[src/design/lwh_pkg.sv]
// ----------------------------------------------------------------------------
// lwh_pkg: shared types and constants for the link wake handshake controller
// Event codes, phase encoding, wake line actions and result bundle.
// ----------------------------------------------------------------------------
package lwh_pkg;

	localparam int REQ_W    = 3;
	localparam int PHASE_W  = 4;
	localparam int ACTION_W = 2;
	localparam int INACT_W  = 16;
	localparam int SETTLE_W = 8;
	localparam int CFG_W    = 16;

	localparam logic [INACT_W-1:0]  INACT_RESET  = 16'd1000;
	localparam logic [SETTLE_W-1:0] SETTLE_RESET = 8'd1;

	// configuration register indexes
	localparam logic CFG_INACT  = 1'b0;
	localparam logic CFG_SETTLE = 1'b1;

	typedef enum logic [REQ_W-1:0] {
		REQ_TICK    = 3'd0,
		REQ_PARTNER = 3'd1,
		REQ_TX      = 3'd2,
		REQ_RX      = 3'd3,
		REQ_POWER   = 3'd4,
		REQ_FLUSHED = 3'd5,
		REQ_STOP    = 3'd6,
		REQ_UNUSED  = 3'd7   // no meaning; reports state only
	} req_t;

	typedef enum logic [PHASE_W-1:0] {
		PH_IDLE   = 4'd0,
		PH_POWER  = 4'd1,
		PH_UP     = 4'd2,
		PH_TXIDLE = 4'd3,
		PH_FLUSH  = 4'd4,
		PH_RXIDLE = 4'd5,
		PH_DOWN   = 4'd6,
		PH_SETTLE = 4'd7,
		PH_STOP   = 4'd8
	} phase_t;

	typedef enum logic [ACTION_W-1:0] {
		ACT_NONE    = 2'd0,
		ACT_RAISE   = 2'd1,
		ACT_PREPARE = 2'd2,
		ACT_LOWER   = 2'd3
	} action_t;

	// partner wake line tracking
	typedef struct packed {
		logic rise;
		logic fall;
		logic seen_high;
	} edge_t;

	typedef struct packed {
		logic        edge_warning;
		logic        flush_request;
		logic        start_tx;
		logic        may_transmit;
		action_t     wake_action;
		phase_t      link_state;
	} result_t;

endpackage

[src/design/lwh_edge.sv]
// ----------------------------------------------------------------------------
// lwh_edge: partner wake line edge latching
// Latches rising/falling reports, recovers a missed opposite edge, flags
// inconsistent reports.
// ----------------------------------------------------------------------------
module lwh_edge (
	input  lwh_pkg::edge_t cur,
	input  logic           partner_evt,
	input  logic           level,
	output lwh_pkg::edge_t nxt,
	output logic           warn
);
	import lwh_pkg::*;

	always_comb begin
		nxt  = cur;
		warn = 1'b0;
		if (partner_evt) begin
			if (level) begin
				// second rise without a fall: the fall was missed
				if (cur.seen_high) begin
					warn     = 1'b1;
					nxt.fall = 1'b1;
				end
				if (cur.rise)
					warn = 1'b1;
				nxt.seen_high = 1'b1;
				nxt.rise      = 1'b1;
			end else begin
				// fall without a rise: the rise was missed
				if (!cur.seen_high) begin
					warn     = 1'b1;
					nxt.rise = 1'b1;
				end
				if (cur.fall)
					warn = 1'b1;
				nxt.seen_high = 1'b0;
				nxt.fall      = 1'b1;
			end
		end
	end

endmodule

[src/design/lwh_fsm.sv]
// ----------------------------------------------------------------------------
// lwh_fsm: link phase state machine
// Holds phase, activity flags, edge latches and tick timer; produces the
// result for the event presented when step is high.
// ----------------------------------------------------------------------------
module lwh_fsm #(
	parameter int TIMER_BITS = 16
) (
	input  logic                             clk,
	input  logic                             arst_n,
	input  logic                             step,
	input  logic [lwh_pkg::REQ_W-1:0]        req,
	input  logic                             level,
	input  logic [lwh_pkg::INACT_W-1:0]      inactivity_ticks,
	input  logic [lwh_pkg::SETTLE_W-1:0]     settle_ticks,
	output lwh_pkg::result_t                 res
);
	import lwh_pkg::*;

	localparam int CMP_W = (TIMER_BITS > INACT_W) ? TIMER_BITS : INACT_W;
	localparam logic [TIMER_BITS-1:0] TIMER_MAX = {TIMER_BITS{1'b1}};

	phase_t                phase_q, phase_d;
	edge_t                 edge_q, edge_upd, edge_d;
	logic                  tx_busy_q, tx_busy_d;
	logic                  rx_seen_q, rx_seen_d;
	logic                  power_ok_q, power_ok_d;
	logic                  link_up_q, link_up_d;
	logic [TIMER_BITS-1:0] wait_q, wait_d, wait_inc;
	logic                  inact_exp, settle_exp, warn;
	action_t               action;
	logic                  start, flush;

	lwh_edge u_edge (
		.cur         (edge_q),
		.partner_evt (req == REQ_PARTNER),
		.level       (level),
		.nxt         (edge_upd),
		.warn        (warn)
	);

	// saturating tick counter; saturated counts as expired
	assign wait_inc   = (wait_q != TIMER_MAX) ? wait_q + 1'b1 : wait_q;
	assign inact_exp  = (CMP_W'(wait_inc) >= CMP_W'(inactivity_ticks)) ||
	                    (wait_inc == TIMER_MAX);
	assign settle_exp = (CMP_W'(wait_inc) >= CMP_W'(settle_ticks)) ||
	                    (wait_inc == TIMER_MAX);

	always_comb begin
		phase_d    = phase_q;
		edge_d     = edge_upd;
		tx_busy_d  = tx_busy_q;
		rx_seen_d  = rx_seen_q;
		power_ok_d = power_ok_q;
		link_up_d  = link_up_q;
		wait_d     = wait_q;
		action     = ACT_NONE;
		start      = 1'b0;
		flush      = 1'b0;

		unique case (req)
			REQ_TX:    tx_busy_d  = level;
			REQ_RX:    rx_seen_d  = 1'b1;
			REQ_POWER: power_ok_d = level;
			REQ_STOP: begin
				phase_d   = PH_STOP;
				link_up_d = 1'b0;
			end
			default: ;
		endcase

		// stop and the unused code take no step of the phase case below
		if (req != REQ_STOP && req != REQ_UNUSED) begin
			unique case (phase_q)
				PH_IDLE: begin
					if (edge_d.rise || tx_busy_d) begin
						if (power_ok_d) begin
							phase_d = PH_UP;
							action  = ACT_RAISE;
						end else begin
							phase_d = PH_POWER;
						end
					end
				end
				PH_POWER: begin
					if (power_ok_d) begin
						phase_d = PH_UP;
						action  = ACT_RAISE;
					end
				end
				PH_UP: begin
					if (edge_d.rise) begin
						edge_d.rise = 1'b0;
						link_up_d   = 1'b1;
						start       = tx_busy_d;
						phase_d     = PH_TXIDLE;
					end
				end
				PH_TXIDLE: begin
					if (!tx_busy_d) begin
						flush   = 1'b1;
						phase_d = PH_FLUSH;
					end
				end
				PH_FLUSH: begin
					if (req == REQ_FLUSHED) begin
						rx_seen_d = 1'b0;
						wait_d    = '0;
						phase_d   = PH_RXIDLE;
					end
				end
				PH_RXIDLE: begin
					if (tx_busy_d) begin
						phase_d = PH_TXIDLE;
					end else if (rx_seen_d) begin
						rx_seen_d = 1'b0;
						wait_d    = '0;
					end else if (req == REQ_TICK) begin
						wait_d = wait_inc;
						if (inact_exp) begin
							link_up_d = 1'b0;
							action    = ACT_PREPARE;
							phase_d   = PH_DOWN;
						end
					end
				end
				PH_DOWN: begin
					if (edge_d.fall) begin
						edge_d.fall = 1'b0;
						action      = ACT_LOWER;
						wait_d      = '0;
						phase_d     = PH_SETTLE;
					end
				end
				PH_SETTLE: begin
					if (req == REQ_TICK) begin
						wait_d = wait_inc;
						if (settle_exp)
							phase_d = PH_IDLE;
					end
				end
				default: ;
			endcase
		end

		res.link_state    = phase_d;
		res.wake_action   = action;
		res.may_transmit  = link_up_d;
		res.start_tx      = start;
		res.flush_request = flush;
		res.edge_warning  = warn;
	end

	always_ff @(posedge clk or negedge arst_n) begin
		if (!arst_n) begin
			phase_q    <= PH_IDLE;
			edge_q     <= '0;
			tx_busy_q  <= 1'b0;
			rx_seen_q  <= 1'b0;
			power_ok_q <= 1'b1;
			link_up_q  <= 1'b0;
			wait_q     <= '0;
		end else if (step) begin
			phase_q    <= phase_d;
			edge_q     <= edge_d;
			tx_busy_q  <= tx_busy_d;
			rx_seen_q  <= rx_seen_d;
			power_ok_q <= power_ok_d;
			link_up_q  <= link_up_d;
			wait_q     <= wait_d;
		end
	end

endmodule

[src/design/link_wake_handshake_fsm.sv]
// ----------------------------------------------------------------------------
// link_wake_handshake_fsm: wake/sleep handshake controller for a modem link
// Pipeline: the accepting edge loads the input register; the result register
//   loads from it once the result stage is free, and m_tvalid rises with it.
// Throughput: one transaction per cycle while m_tready is high; a held result
//   stalls stage 1, and a full stage 1 then drops s_tready.
// Reset (arst_n low, async): phase idle, latches and flags clear, power ok
//   set, timer zero, inactivity 1000 ticks, settle 1 tick, both stages empty.
// ----------------------------------------------------------------------------
module link_wake_handshake_fsm #(
	parameter int TIMER_BITS = 16
) (
	input  logic        clk,
	input  logic        arst_n,
	// event stream
	input  logic        s_tvalid,
	output logic        s_tready,
	input  logic [7:0]  s_tdata,    // [0] level, [7:1] zero
	input  logic [2:0]  s_tuser,    // [2:0] req_type
	// result stream
	output logic        m_tvalid,
	input  logic        m_tready,
	output logic [15:0] m_tdata,    // [3:0] link_state, [5:4] wake_action,
	                                // [6] may_transmit, [7] start_tx,
	                                // [8] flush_request, [9] edge_warning,
	                                // [15:10] zero
	// configuration writes
	input  logic        cfg_we,
	input  logic        cfg_index,  // 0 inactivity_ticks, 1 settle_ticks
	input  logic [lwh_pkg::CFG_W-1:0] cfg_data
);
	import lwh_pkg::*;

	logic [INACT_W-1:0]  inact_q;
	logic [SETTLE_W-1:0] settle_q;

	logic             valid_s1;
	logic [REQ_W-1:0] req_s1;
	logic             level_s1;

	logic             valid_s2;
	result_t          res_s2;
	result_t          res_next;

	logic             advance;   // result stage free to take a new result
	logic             step;      // the item in stage 1 updates state now

	// Stages move when the result stage is empty or being taken; a result
	// held by the sink stalls stage 1, which then holds off the input.
	assign advance  = !valid_s2 || m_tready;
	assign step     = valid_s1 && advance;
	assign s_tready = !valid_s1 || advance;

	// configuration registers, written only while the block is idle: a rule for the user that the block does not enforce
	always_ff @(posedge clk or negedge arst_n) begin
		if (!arst_n) begin
			inact_q  <= INACT_RESET;
			settle_q <= SETTLE_RESET;
		end else if (cfg_we) begin
			if (cfg_index == CFG_INACT)
				inact_q <= cfg_data;
			else
				settle_q <= cfg_data[SETTLE_W-1:0];
		end
	end

	// input register
	always_ff @(posedge clk or negedge arst_n) begin
		if (!arst_n) begin
			valid_s1 <= 1'b0;
		end else if (s_tready) begin
			valid_s1 <= s_tvalid;
		end
	end

	always_ff @(posedge clk) begin
		if (s_tvalid && s_tready) begin
			req_s1   <= s_tuser;
			level_s1 <= s_tdata[0];
		end
	end

	// phase machine: state advances exactly once per transaction, in order
	lwh_fsm #(
		.TIMER_BITS (TIMER_BITS)
	) u_fsm (
		.clk              (clk),
		.arst_n           (arst_n),
		.step             (step),
		.req              (req_s1),
		.level            (level_s1),
		.inactivity_ticks (inact_q),
		.settle_ticks     (settle_q),
		.res              (res_next)
	);

	// result register
	always_ff @(posedge clk or negedge arst_n) begin
		if (!arst_n) begin
			valid_s2 <= 1'b0;
		end else if (advance) begin
			valid_s2 <= valid_s1;
		end
	end

	always_ff @(posedge clk) begin
		if (step)
			res_s2 <= res_next;
	end

	assign m_tvalid = valid_s2;
	assign m_tdata  = {6'd0, res_s2};

endmodule

[config.mk]
export PLATFORM = sky130hd
export DESIGN_NAME = link_wake_handshake_fsm
export DESIGN_NICKNAME = d
export VERILOG_FILES = /design/src/design/lwh_pkg.sv /design/src/design/lwh_edge.sv /design/src/design/lwh_fsm.sv /design/src/design/link_wake_handshake_fsm.sv
export SDC_FILE = /design/constraint.sdc
export NUM_CORES = 1
export LEC_CHECK = 0
export BUFFER_PORTS_ARGS = -buffer_cell sky130_fd_sc_hd__buf_2
export CAP_MARGIN = 40
export CELL_PAD_IN_SITES_DETAIL_PLACEMENT = 1
export CELL_PAD_IN_SITES_GLOBAL_PLACEMENT = 1
export CORE_ASPECT_RATIO = 1.25
export CORE_UTILIZATION = 29
export DETAILED_ROUTE_END_ITERATION = 12
export HOLD_SLACK_MARGIN = 0.02
export PLACE_DENSITY = 0.61
export SYNTH_ARGS = -nofsm -noshare
export SYNTH_HDL_FRONTEND = slang
export SYNTH_HIERARCHICAL = 1
export SYNTH_SLANG_ARGS = --single-unit
[constraint.sdc]
create_clock -name clk -period 5.76 [get_ports clk]
set_clock_uncertainty 0.15 [all_clocks]
set_input_delay 0.576 -clock clk [delete_from_list [all_inputs] [get_ports clk]]
set_output_delay 0.576 -clock clk [all_outputs]
set_load 0.1 [all_outputs]
==> results_tabular.tex, run 1 <==
\begin{tabular}{lr}
\hline
Metric & Value \\
\hline
\multicolumn{2}{l}{\textbf{Logic synthesis}} \\
\quad Flops \& latches, synth & 67 \\
\quad Sequential area share after synthesis & 0.4074 \\
\quad Cell type with the largest total area after synthesis & dfrtp\_1 \\
\quad Number of enable flip-flop cells after synthesis & 14 \\
\quad Synth Area in Compound Gates & 0.1619 \\
\quad Top post-synthesis cells by area & dfrtp\_1 (26\%), edfxtp\_1 (9.8\%), ha\_1 (7.3\%), mux2\_2 (5.0\%), dfstp\_2 (4.9\%) \\
\quad Area fraction in and, or, nand and nor cells after synthesis & 0.1753 \\
\quad Share of cell area taken by muxes after synthesis & 0.09808 \\
\quad Fraction of the mapped netlist area in adder cells & 0.07255 \\
\quad Yosys top cell area share & 0.2612 \\
\quad Dominant combinational cell family by area after synthesis & simple AND/OR/NAND/NOR gates \\
\quad Cell variety after synth & 69 \\
\quad Yosys synthesis warning count & 6 \\
\quad Ys async rst share & 0.7910 \\
\quad Synth Instances & approximately 440 \\
\quad Post-synthesis share of cell area spent on xor and xnor gates & 0.01016 \\
\quad Syn avg cell area & 9.912 um\^{}2 \\
\quad Post-synthesis cell area & approximately 4300 um\^{}2 \\
\quad Synth Flop Type & dfrtp\_1 \\
\multicolumn{2}{l}{\textbf{Clock network}} \\
\quad Clock-pin slew on the worst setup and hold paths & around 60 ps \\
\quad CTS Hold Bufs & 0 \\
\quad Root Driver & clkbuf\_16 \\
\quad Clock tree from TritonCTS & done \\
\quad Cells resized by post-CTS repair & 0 \\
\quad Max H-tree Level & 3 \\
\quad Maximum buffer depth of the clock tree & 2 \\
\quad Clock insertion delay at the later pin of the skew report & $\sim$340 ps \\
\quad Number of CTS-inserted buffers & 9 \\
\quad Buffers inserted during post-CTS setup optimization & 0 \\
\quad Clock Sink Count & 67 \\
\multicolumn{2}{l}{\textbf{Run}} \\
\quad Number of max-cap violations & 0 \\
\multicolumn{2}{l}{\textbf{Timing}} \\
\quad Final hold slack & $\sim$230 ps \\
\quad Fin. Hold Viols & 0 \\
\quad Total of endpoints with negative setup slack in the final report & 0 \\
\quad Least-Margin Pin Slew & $\sim$800 ps \\
\quad Clock period minus worst slack & approximately 4200 ps \\
\quad Relative slew margins & 0.4623 \\
\quad Part of the cycle the worst path needs & 0.7347 \\
\quad Max Slew Vio Count & 0 \\
\quad Final-layout setup total negative slack & 0 ps \\
\quad Highest clock frequency the design can meet & $\sim$0.24 GHz \\
\quad Unrepaired setup endpoints after global routing & no \\
\multicolumn{2}{l}{\textbf{Worst setup path}} \\
\quad Crit-path slowest cell & o32ai\_1 \\
\quad Startpoint of the worst setup timing path & u\_fsm/wait\_q[0] \\
\quad Startpoint of the most critical register-to-register path & u\_fsm/wait\_q[0] \\
\quad Crit Path Class & reg2reg \\
\quad Largest stage delay on the critical path & 630 ps \\
\quad Critical Path End Type & register \\
\quad Worst-path maximum fanout & 8 \\
\quad Required time of the critical path & around 5700 ps \\
\quad Total buffers and inverters traversed by the critical path & 1 \\
\quad Critical path startpoint category & register \\
\quad Most frequent cell on the critical path & a21o\_1 \\
\quad Cell family with the largest share of critical-path delay & compound AO/OA/AOI/OAI gates \\
\quad Ordered cell list for the critical path & and4\_1 > nand3\_1 > o32ai\_1 > inv\_1 > ha\_1 > a21o\_1 > a21o\_1 > a221oi\_1 > a311o\_1 > o211ai\_1 > a21boi\_0 > o21ai\_0 \\
\quad Data arrival time of the critical path & a little over 4000 ps \\
\multicolumn{2}{l}{\textbf{Routing}} \\
\quad Number of optimization iterations in the first detailed-route pass & 8 \\
\quad Via density per instance & 5.209 \\
\quad Number of vias in the routed layout & approximately 3400 \\
\quad DR iter-0 viols & approximately 110 \\
\quad Total Routed Length & between 10 and 15 mm \\
\quad DRC & 8 \\
\quad Residual antenna-violating net count after detailed routing & 0 \\
\quad Average wire per cell in the routed design & roughly 17 um \\
\multicolumn{2}{l}{\textbf{Cells and area}} \\
\quad Combined area of the multi-input logic cells & between 2000 and 2500 um\^{}2 \\
\quad Fin area & between 4000 and 5000 um\^{}2 \\
\quad Fill cell instance count of the final layout & 1664 \\
\quad Post-synthesis to final-layout area growth & 13.78\% \\
\quad Diode insertion count for antenna repair & 0 \\
\quad Total number of nets in the final design & 521 \\
\quad Storage cell area & 1757 um\^{}2 \\
\quad Fraction of layout instances using a drive strength above 1 & 0.2286 \\
\multicolumn{2}{l}{\textbf{Power}} \\
\quad Total power divided by cell area & 336.3 nW/um\^{}2 \\
\quad Comb pwr share & 0.252 \\
\quad PnR Total Power & 1.650 mW \\
\quad Net switching power of the design & 0.5570 mW \\
\quad Internal power & 1.093 mW \\
\quad Net switching fraction of the power & 0.3376 \\
\quad Sequential group share of total power & 0.389 \\
\quad Fraction of power consumed by the clock network & 0.359 \\
\quad Static leakage & $\sim$2.3 nW \\
\quad Largest voltage drop on the vdd net & between 0.1 and 0.15 mV \\
\multicolumn{2}{l}{\textbf{Placement}} \\
\quad DP Area & approximately 4600 um\^{}2 \\
\quad Final weighted congestion in routability-driven placement & roughly 0.87 \\
\quad IO Port Bufs & 37 \\
\quad Dpl hpwl & $\sim$8 mm \\
\multicolumn{2}{l}{\textbf{Run status}} \\
\quad Outcome & finished, violations left \\
\quad Violations in the final reports & design-rule violations \\
\multicolumn{2}{l}{\textbf{Floorplanning}} \\
\quad I/O Pins & between 50 and 60 \\
\quad Die W & between 100 and 150 um \\
\quad Core Box Area & about 14000 um\^{}2 \\
\quad DIE AREA & between 15000 and 20000 um\^{}2 \\
\quad Effective utilization at floorplan & 0.2980 \\
\quad Number of core rows & 49 \\
\quad Die Y & 138.3 um \\
\multicolumn{2}{l}{\textbf{Global route}} \\
\quad Via count of the first global-routing pass & 3579 \\
\quad Residual overflow from global routing & 0 \\
\quad Antenna violations before repair & 0 \\
\quad Largest net degree at the start of global routing & between 50 and 60 \\
\quad GRT Resource Usage Total & 0.1509 \\
\quad Global-route wire length before repair & 18.37 mm \\
\multicolumn{2}{l}{\textbf{Worst hold path}} \\
\quad Type of the worst min-delay path & in2async \\
\hline
\end{tabular}
## flip-flops by register name (all words and copies together), names as in the netlist
name	count
inact_q	16
u_fsm/wait_q	16
m_tdata	10
settle_q	8
u_fsm/phase_q	4
req_s1	3
u_fsm/edge_q	3
level_s1	1
m_tvalid	1
u_fsm/link_up_q	1
u_fsm/power_ok_q	1
u_fsm/rx_seen_q	1
u_fsm/tx_busy_q	1
valid_s1	1
## routing by layer
metal / part of all wire / wire, um / vias up / global-route usage
li1: - / - / 1627 / -
met1: 0.42 / 4557 / 1673 / 0.1776
met2: 0.54 / 5781 / 49 / 0.2728
met3: 0.023 / 244 / 16 / 0.02104
met4: 0.020 / 217 / 0 / 0.06472
met5: 0 / 0 / - / 0
## layout by cell type (no fill, tap or decap), types with 9 or more instances in the layout
master / synthesis / final
dfrtp_1: 45 / 45
buf_2: 8 / 37
inv_1: 35 / 35
nand2_1: 28 / 28
nor2_1: 26 / 26
ha_1: 25 / 25
o21ai_0: 20 / 20
mux2_2: 19 / 19
a21oi_1: 16 / 16
a21o_1: 15 / 15
edfxtp_1: 14 / 14
nand2b_1: 13 / 13
nand4_1: 13 / 13
nand3_1: 12 / 12
mux2_4: 10 / 10
clkbuf_16: 0 / 9
## through the flow
step	worst slack [ps]	util	instances
2_1_floorplan	2463	-	440
3_3_place_gp	1580	0.3163	629
3_5_place_dp	1595	0.3171	630
4_1_cts	1583	0.3391	646
5_1_grt	1244	0.3391	646
6_report	1528	0.3391	646
## synthesized netlist by cell type (10+ instances only)
cell	n
a21o_1	15
mux2_2	19
nand2b_1	13
nand3_1	12
mux2_4	10
nor2_1	26
nand4_1	13
edfxtp_1	14
a21oi_1	16
nand2_1	28
dfrtp_1	45
inv_1	35
buf_4	13
ha_1	25
o21ai_0	20
## worst paths after layout
| kind | to | slack, ps | cells past startpoint |
|---|---|---|---|
| worst max-delay path | m_tdata[1] | 1530 | 12 |
| worst min-delay path | inact_q[2] | 230 | 2 |
| worst max register to register | m_tdata[1] | 1530 | 12 |
| worst min register to register | m_tvalid | 340 | 1 |
| max in group asynchronous | u_fsm/phase_q[2] | 4760 | 2 |
| min in group clk | req_s1[0] | 260 | 1 |
## worst reg2reg max path: stages, from the launching register on
cell and delay [ps]:
dfrtp_1 520, and4_1 420, nand3_1 260, o32ai_1 630, inv_1 100, ha_1 310
a21o_1 160, a21o_1 170, a221oi_1 320, a311o_1 300, o211ai_1 120, a21boi_0 320
o21ai_0 170
## area by class of cell
| class | count | area share |
|---|---|---|
| clock inverters | 7 | 0.01887 |
| inverters | 35 | 0.02678 |
| multi-input cells | 309 | 0.4603 |
| flip-flops and latches | 67 | 0.3581 |
| clock buffers | 9 | 0.04591 |
| well taps | 178 | 0.04540 |
| repair buffers | 41 | 0.04463 |
## power groups by stage
stage,Clock [mW],Combinational [mW],Sequential [mW]
CTS,0.614,0.421,0.642
detailed placement,0,0.418,0.651
floorplan,0,0.287,0.680
global placement,0,0.404,0.645
global route,0.633,0.458,0.655
finish,0.593,0.415,0.641
## kinds of logic (layout without fill, tap and decap cells)
group                      after synthesis  count (layout)
muxes                                   34              34
AOI/OAI and AO/OA                      101             101
other                                    1               6
adders and majority gates               25              25
and+or+nand+nor                        138             138
DFF                                     67              67
buffers and inverters                   64              92
xor gates and xnor gates                 5               5
(Power assumes the default switching activity.)
==> inputs of run 2 (changes only) <==
Settings changed: PLACE_DENSITY 0.61 to 0.63.
Clock period 5.76 ns to 3.79 ns, I/O delays scaled along.
==> run 2 against run 1 <==
  * The flow still finishes with violations (design-rule violations)
  * Sequential power rose by 51%
  * Final cell count is 6.7% higher
  * Total power increased by 54%
  * Fmax rose by 16%
  * Clock-buffer cell count increased by 1
  * Critical path depth up 2
  * Via count rose by 6.0%
  * Flip-flop and latch count did not move
  * Non-clock buffer count grew 43
  * Largest cell class unchanged
  * Largest power group unchanged
==> results_tabular.tex, run 2 (same netlist as run 1, synthesis figures left out) <==
\begin{tabular}{lr}
\hline
Metric & Value \\
\hline
\multicolumn{2}{l}{\textbf{Power}} \\
\quad Internal power & roughly 1.7 mW \\
\quad PnR Total Power & around 2.5 mW \\
\quad Comb pwr share & 0.272 \\
\quad Net switching fraction of the power & 0.3329 \\
\quad Fraction of power consumed by the clock network & 0.347 \\
\quad Largest voltage drop on the vdd net & between 0.15 and 0.2 mV \\
\quad Total power divided by cell area & slightly below 500 nW/um\^{}2 \\
\quad Net switching power of the design & roughly 0.85 mW \\
\quad Static leakage & roughly 2.5 nW \\
\quad Sequential group share of total power & 0.381 \\
\multicolumn{2}{l}{\textbf{Floorplanning}} \\
\quad Die W & 111.1 um \\
\quad I/O Pins & 51 \\
\quad Die Y & around 140 um \\
\quad Number of core rows & 49 \\
\quad Effective utilization at floorplan & 0.2980 \\
\quad Core Box Area & 14470 um\^{}2 \\
\quad DIE AREA & 15360 um\^{}2 \\
\multicolumn{2}{l}{\textbf{Global route}} \\
\quad GRT Resource Usage Total & 0.1574 \\
\quad Antenna violations before repair & 0 \\
\quad Via count of the first global-routing pass & 3850 \\
\quad Residual overflow from global routing & 0 \\
\quad Global-route wire length before repair & around 19 mm \\
\quad Largest net degree at the start of global routing & 31 \\
\multicolumn{2}{l}{\textbf{Worst setup path}} \\
\quad Required time of the critical path & roughly 3700 ps \\
\quad Ordered cell list for the critical path & ha\_1 > buf\_4 > and3\_2 > nand4\_1 > mux2i\_2 > inv\_1 > ha\_1 > a21o\_1 > a21o\_1 > a221oi\_1 > a311o\_1 > o211ai\_1 > a21boi\_0 > o21ai\_0 \\
\quad Largest stage delay on the critical path & between 400 and 500 ps \\
\quad Worst-path maximum fanout & 5 \\
\quad Crit Path Class & reg2reg \\
\quad Data arrival time of the critical path & between 3000 and 4000 ps \\
\quad Critical path startpoint category & register \\
\quad Crit-path slowest cell & dfrtp\_1 \\
\quad Critical Path End Type & register \\
\quad Worst reg-to-reg setup slack & 160 ps \\
\multicolumn{2}{l}{\textbf{Cells and area}} \\
\quad Fill cell instance count of the final layout & 1676 \\
\quad Diode insertion count for antenna repair & 0 \\
\quad Leading cell types in the layout, fill and taps excluded & dfrtp\_1 (45), buf\_4 (45), buf\_2 (37), inv\_1 (35), nand2\_1 (27) \\
\quad Total number of nets in the final design & 564 \\
\quad Fraction of layout instances using a drive strength above 1 & 0.3033 \\
\quad Post-synthesis to final-layout area growth & 21.97\% \\
\quad Final core utilization & 0.3635 \\
\multicolumn{2}{l}{\textbf{Worst hold path}} \\
\quad Type of the worst min-delay path & in2reg \\
\multicolumn{2}{l}{\textbf{Routing}} \\
\quad Average wire per cell in the routed design & about 17 um \\
\quad Number of optimization iterations in the first detailed-route pass & 8 \\
\quad DRC & 6 \\
\quad Via density per instance & between 5 and 6 \\
\quad Total Routed Length & 11.46 mm \\
\quad DR iter-0 viols & a little over 100 \\
\quad Number of vias in the routed layout & around 3600 \\
\quad Residual antenna-violating net count after detailed routing & 0 \\
\multicolumn{2}{l}{\textbf{Placement}} \\
\quad Final weighted congestion in routability-driven placement & approximately 0.90 \\
\quad Setup WS pre-CTS & around 150 ps \\
\quad Dpl hpwl & about 9 mm \\
\quad IO Port Bufs & 37 \\
\multicolumn{2}{l}{\textbf{Timing}} \\
\quad Unrepaired setup endpoints after global routing & no \\
\quad Worst Setup Slack, final & $\sim$160 ps \\
\quad Clock period minus worst slack & about 3600 ps \\
\quad Part of the cycle the worst path needs & 0.9591 \\
\quad Least-Margin Pin Slew & about 770 ps \\
\quad Final-layout setup total negative slack & 0 ps \\
\quad Final hold slack & around 68 ps \\
\quad Highest clock frequency the design can meet & about 0.28 GHz \\
\quad Max Slew Vio Count & 0 \\
\quad Fin. Hold Viols & 0 \\
\quad Total of endpoints with negative setup slack in the final report & 0 \\
\quad Relative slew margins & 0.4795 \\
\multicolumn{2}{l}{\textbf{Clock network}} \\
\quad Clock-pin slew on the worst setup and hold paths & about 60 ps \\
\quad Root Driver & clkbuf\_16 \\
\quad Clock Sink Count & 67 \\
\quad Maximum buffer depth of the clock tree & 2 \\
\quad Number of CTS-inserted buffers & 9 \\
\quad Max H-tree Level & 3 \\
\quad Clock insertion delay at the later pin of the skew report & 340 ps \\
\quad Clock tree from TritonCTS & done \\
\multicolumn{2}{l}{\textbf{Run status}} \\
\quad Outcome & finished, violations left \\
\quad Violations in the final reports & design-rule violations \\
\multicolumn{2}{l}{\textbf{Run}} \\
\quad Number of max-cap violations & 0 \\
\hline
\end{tabular}
-- run 2: cell types whose count changed in the layout (fill, tap and decap cells not counted), moves of 2 or more --
cell    previous run  this run
buf_4              3        45
nor2_1            26        24
nor2_2             0         2
nor4_1             5         3
nor4_2             0         2
-- run 2: critical path: cells and delay by family (launching register included) --
kind / cells / cell delay, ps
buffers and inverters: 2 / 230
adder cells (fa/ha/maj): 2 / 430
flip-flops: 1 / 420
AND/OR/NAND/NOR: 2 / 370
AO/OA/AOI/OAI: 7 / 1490
multiplexers: 1 / 300
-- run 2: area by class of cell --
cell class                      instances  area (um^2)  area share
Multi-Input combinational cell        309         2295      0.4364
Sequential cell                        67         1757      0.3340
Timing Repair Buffer                   84        544.3      0.1035
Clock buffer                           10        229.0     0.04354
Tap cell                              178        222.7     0.04235
Inverter                               35        131.4     0.02498
Clock inverter                          6        80.08     0.01523
-- run 2: power groups by stage --
stage	Combinational, mW	Clock (mW)	Sequential (mW)
final	0.691	0.882	0.969
after global routing	0.755	0.937	0.990
after CTS	0.686	0.908	0.972
after detailed placement	0.680	0	0.984
after global placement	0.659	0	0.977
after floorplan	0.436	0	1.03
-- run 2: path summary, 6_finish.rpt --
check / from / end / cells after the start
worst min register to register: valid_s1 / m_tvalid / 1
worst max register to register: u_fsm/wait_q[0] / m_tdata[1] / 14
worst min-delay path: s_tuser[0] / req_s1[0] / 1
min in group asynchronous: arst_n / inact_q[2] / 2
worst max-delay path: u_fsm/wait_q[0] / m_tdata[1] / 14
max in group asynchronous: arst_n / u_fsm/wait_q[15] / 3
-- run 2: what timing repair did --
item,in CTS,in global routing
hold endpoints to repair,21,0
gates resized for setup,0,9
hold buffers,1,0
endpoints found under the setup margin,0,5
setup buffers,0,3
-- run 2: per-layer routing --
| layer | GRT usage | routed length [um] | vias to the layer above |
|---|---|---|---|
| li1 | - | - | 1714 |
| met1 | 0.1764 | 4664 | 1765 |
| met2 | 0.2880 | 6141 | 64 |
| met3 | 0.03507 | 360 | 23 |
| met4 | 0.06188 | 295 | 0 |
| met5 | 0 | 0 | - |
-- run 2: stage by stage --
stage | std cells | cell area, um^2
6_report | 689 | 5259
5_1_grt | 689 | 5259
4_1_cts | 686 | 5200
3_5_place_dp | 669 | 4881
3_3_place_gp | 668 | 4870
2_1_floorplan | 440 | 4330
==> inputs of run 3 (changes only) <==
Settings changed: ABC_AREA set to 1, CORE_ASPECT_RATIO 1.25 to unset, PLACE_DENSITY 0.63 to 0.66.
==> run 3 against run 2 <==
  * Synthesized cell count increased by 43%
  * Critical path depth up 7
  * The run now ends clean
  * Synthesized area grew 6.2%
  * Die area up 6.1%
==> results_tabular.tex, run 3 <==
\begin{tabular}{lr}
\hline
Metric & Value \\
\hline
\multicolumn{2}{l}{\textbf{Routing}} \\
\quad Average wire per cell in the routed design & 13.91 um \\
\quad Number of vias in the routed layout & between 4000 and 5000 \\
\quad Routed wl met3 & $\sim$310 um \\
\quad DR iter-0 viols & approximately 120 \\
\quad Length of routed met2 wiring & between 5 and 6 mm \\
\quad Highest routed layer & met4 \\
\quad DRC & 0 \\
\quad Residual antenna-violating net count after detailed routing & 0 \\
\quad Detailed-routing wirelength on met1 & 6.050 mm \\
\quad Number of optimization iterations in the first detailed-route pass & 4 \\
\quad Total Routed Length & $\sim$12 mm \\
\quad Via density per instance & 4.672 \\
\multicolumn{2}{l}{\textbf{Logic synthesis}} \\
\quad Cell type with the largest total area after synthesis & dfrtp\_1 \\
\quad Number of enable flip-flop cells after synthesis & 14 \\
\quad Yosys synthesis warning count & 6 \\
\quad Cell variety after synth & 38 \\
\quad Syn avg cell area & approximately 7.3 um\^{}2 \\
\quad Synth Flop Type & dfrtp\_1 \\
\quad Yosys top cell area share & 0.2460 \\
\quad Sequential area share after synthesis & 0.3837 \\
\quad Synth Instances & between 600 and 700 \\
\quad Post-synthesis cell area & around 4600 um\^{}2 \\
\quad Top post-synthesis cells by area & dfrtp\_1 (25\%), nand2\_1 (14\%), edfxtp\_1 (9.2\%), nand3\_1 (7.5\%), inv\_1 (6.9\%) \\
\quad Flops \& latches, synth & 67 \\
\quad Synth top cells by count & nand2\_1 (166), inv\_1 (84), nand3\_1 (69) \\
\quad Most frequently used cell type in the post-synthesis netlist & nand2\_1 \\
\quad Ys async rst share & 0.7910 \\
\multicolumn{2}{l}{\textbf{Clock network}} \\
\quad Max H-tree Level & 3 \\
\quad Clock insertion delay at the later pin of the skew report & about 340 ps \\
\quad Cells resized by post-CTS repair & 0 \\
\quad Root Driver & clkbuf\_16 \\
\quad Number of CTS-inserted buffers & 9 \\
\quad Clock-pin slew on the worst setup and hold paths & approximately 60 ps \\
\quad Clock tree from TritonCTS & done \\
\quad Clock Sink Count & 67 \\
\quad Maximum buffer depth of the clock tree & 2 \\
\multicolumn{2}{l}{\textbf{Timing}} \\
\quad Total of endpoints with negative setup slack in the final report & 0 \\
\quad Fin. Hold Viols & 0 \\
\quad Part of the cycle the worst path needs & 0.9112 \\
\quad Relative slew margins & 0.4769 \\
\quad Clock period minus worst slack & about 3500 ps \\
\quad Unrepaired setup endpoints after global routing & no \\
\quad Worst Setup Slack, final & around 340 ps \\
\quad Final-layout setup total negative slack & 0 ps \\
\quad Highest clock frequency the design can meet & 0.2896 GHz \\
\quad Least-Margin Pin Slew & slightly below 800 ps \\
\quad Max Slew Vio Count & 0 \\
\quad Final hold slack & 63.23 ps \\
\multicolumn{2}{l}{\textbf{Floorplanning}} \\
\quad Effective utilization at floorplan & 0.2989 \\
\quad I/O Pins & 51 \\
\quad Number of core rows & 45 \\
\quad Die Y & $\sim$130 um \\
\quad Core Box Area & between 15000 and 20000 um\^{}2 \\
\quad Die W & 127.6 um \\
\quad DIE AREA & 16290 um\^{}2 \\
\multicolumn{2}{l}{\textbf{Global route}} \\
\quad Via count of the first global-routing pass & 4171 \\
\quad GRT Resource Usage Total & 0.1611 \\
\quad Antenna violations before repair & 0 \\
\quad Global-route wire length before repair & a little over 20 mm \\
\quad Residual overflow from global routing & 0 \\
\quad Largest net degree at the start of global routing & 31 \\
\multicolumn{2}{l}{\textbf{Placement}} \\
\quad Final weighted congestion in routability-driven placement & $\sim$0.87 \\
\quad IO Port Bufs & 37 \\
\quad Dpl hpwl & 9.488 mm \\
\quad Setup WS pre-CTS & around 330 ps \\
\multicolumn{2}{l}{\textbf{Worst setup path}} \\
\quad Data arrival time of the critical path & about 3400 ps \\
\quad Worst-path maximum fanout & 5 \\
\quad Critical path startpoint category & register \\
\quad Crit Path Class & reg2reg \\
\quad Required time of the critical path & roughly 3700 ps \\
\quad Critical Path End Type & register \\
\multicolumn{2}{l}{\textbf{Worst hold path}} \\
\quad Type of the worst min-delay path & in2reg \\
\multicolumn{2}{l}{\textbf{Power}} \\
\quad Largest voltage drop on the vdd net & roughly 0.2 mV \\
\quad Total power divided by cell area & 380.1 nW/um\^{}2 \\
\quad Static leakage & $\sim$2.6 nW \\
\multicolumn{2}{l}{\textbf{Cells and area}} \\
\quad Diode insertion count for antenna repair & 0 \\
\quad Most common cell after layout, fill and taps aside & nand2\_1 \\
\quad Fraction of layout instances using a drive strength above 1 & 0.1586 \\
\quad Fill cell instance count of the final layout & around 2000 \\
\quad Post-synthesis to final-layout area growth & 12.68\% \\
\quad Leading cell types in the layout, fill and taps excluded & nand2\_1 (166), inv\_1 (84), nand3\_1 (69), nor2\_1 (54), dfrtp\_1 (45) \\
\quad Total number of nets in the final design & $\sim$720 \\
\multicolumn{2}{l}{\textbf{Run}} \\
\quad Number of max-cap violations & 0 \\
\multicolumn{2}{l}{\textbf{Run status}} \\
\quad Outcome & complete, no violations \\
\hline
\end{tabular}
run 3: changes by cell type after synthesis, sizes merged, moves of 8 or more:
cell and change:
a22o -8, nand3 +58, o21ai +14, inv +57
a21o -13, mux2 -30, nand2 +166, nor2 +35
nand2b -13
run 3: kinds of logic after synthesis:
family / count (synthesis) / share of synthesized area
flip-flops: 67 / 0.3837
other: 1 / 0.0008191
buffers and inverters: 114 / 0.1183
adder cells (fa/ha/maj): 25 / 0.06832
XOR/XNOR: 5 / 0.009565
AND/OR/NAND/NOR: 345 / 0.3400
AO/OA/AOI/OAI: 66 / 0.07926
run 3: timing repair:
action,4_1_cts,5_1_grt
hold endpoints to repair,27,0
hold buffers,1,0
buffers inserted,0,0
run 3: worst max-delay path, stage by stage (launching register included):
cell and delay [ps]:
dfrtp_1 420, ha_1 300, nand3_2 160, nor2_1 220, nand3_1 160, nand2_1 110
nand2_1 130, ha_1 320, inv_1 60, nor2_1 30, o21ai_0 150, nand2_1 90
a21oi_1 170, o21ai_0 100, nor2_1 100, nand2_1 100, nand2_1 130, nand2_1 60
nand2_1 50, nand3_1 80, nand2_1 90, inv_1 30
run 3: stage by stage:
| step | cell area, um^2 | instances | util | power, mW |
|---|---|---|---|---|
| finish | 5159 | 873 | 0.3368 | 1.961 |
| global route | 5159 | 873 | 0.3368 | 2.061 |
| CTS | 5159 | 873 | 0.3368 | 1.989 |
| detailed placement | 4872 | 856 | 0.3181 | 1.186 |
| global placement | 4872 | 856 | 0.3181 | 1.169 |
| floorplan | 4597 | 628 | - | 1.102 |
run 3: path summary, 6_finish.rpt:
check | start | slack, ps | endpoint | depth (start not counted)
setup / recovery | u_fsm/wait_q[1] | 340 | m_tdata[1] | 21
hold / removal | s_tuser[2] | 60 | req_s1[2] | 1
setup reg to reg | u_fsm/wait_q[1] | 340 | m_tdata[1] | 21
hold reg to reg | inact_q[7] | 320 | inact_q[7] | 2
max in group asynchronous | arst_n | 2110 | inact_q[5] | 3
min in group asynchronous | arst_n | 500 | settle_q[3] | 2
run 3: area by class of cell:
class	instances	area (um^2)	share of cell area
clock inverters	2	12.51	0.002425
multi-input cells	447	2298	0.4455
flip-flops and latches	67	1757	0.3405
well taps	211	264.0	0.05118
repair buffers	40	210.2	0.04075
clock buffers	14	264.0	0.05118
inverters	92	352.8	0.06840
run 3: metal layers:
layer | vias to the layer above | global-route usage
met5 | - | 0
met4 | 0 | 0.06644
met3 | 12 | 0.02303
met2 | 54 | 0.2645
met1 | 1957 | 0.2128
li1 | 2056 | -
run 3: report_power, final:
part	leakage (nW)	internal [mW]	switching (mW)
sequential	0.755	0.803	0.0372
clock	0.133	0.478	0.311
combinational	1.69	0.0893	0.242
total	2.58	1.37	0.591
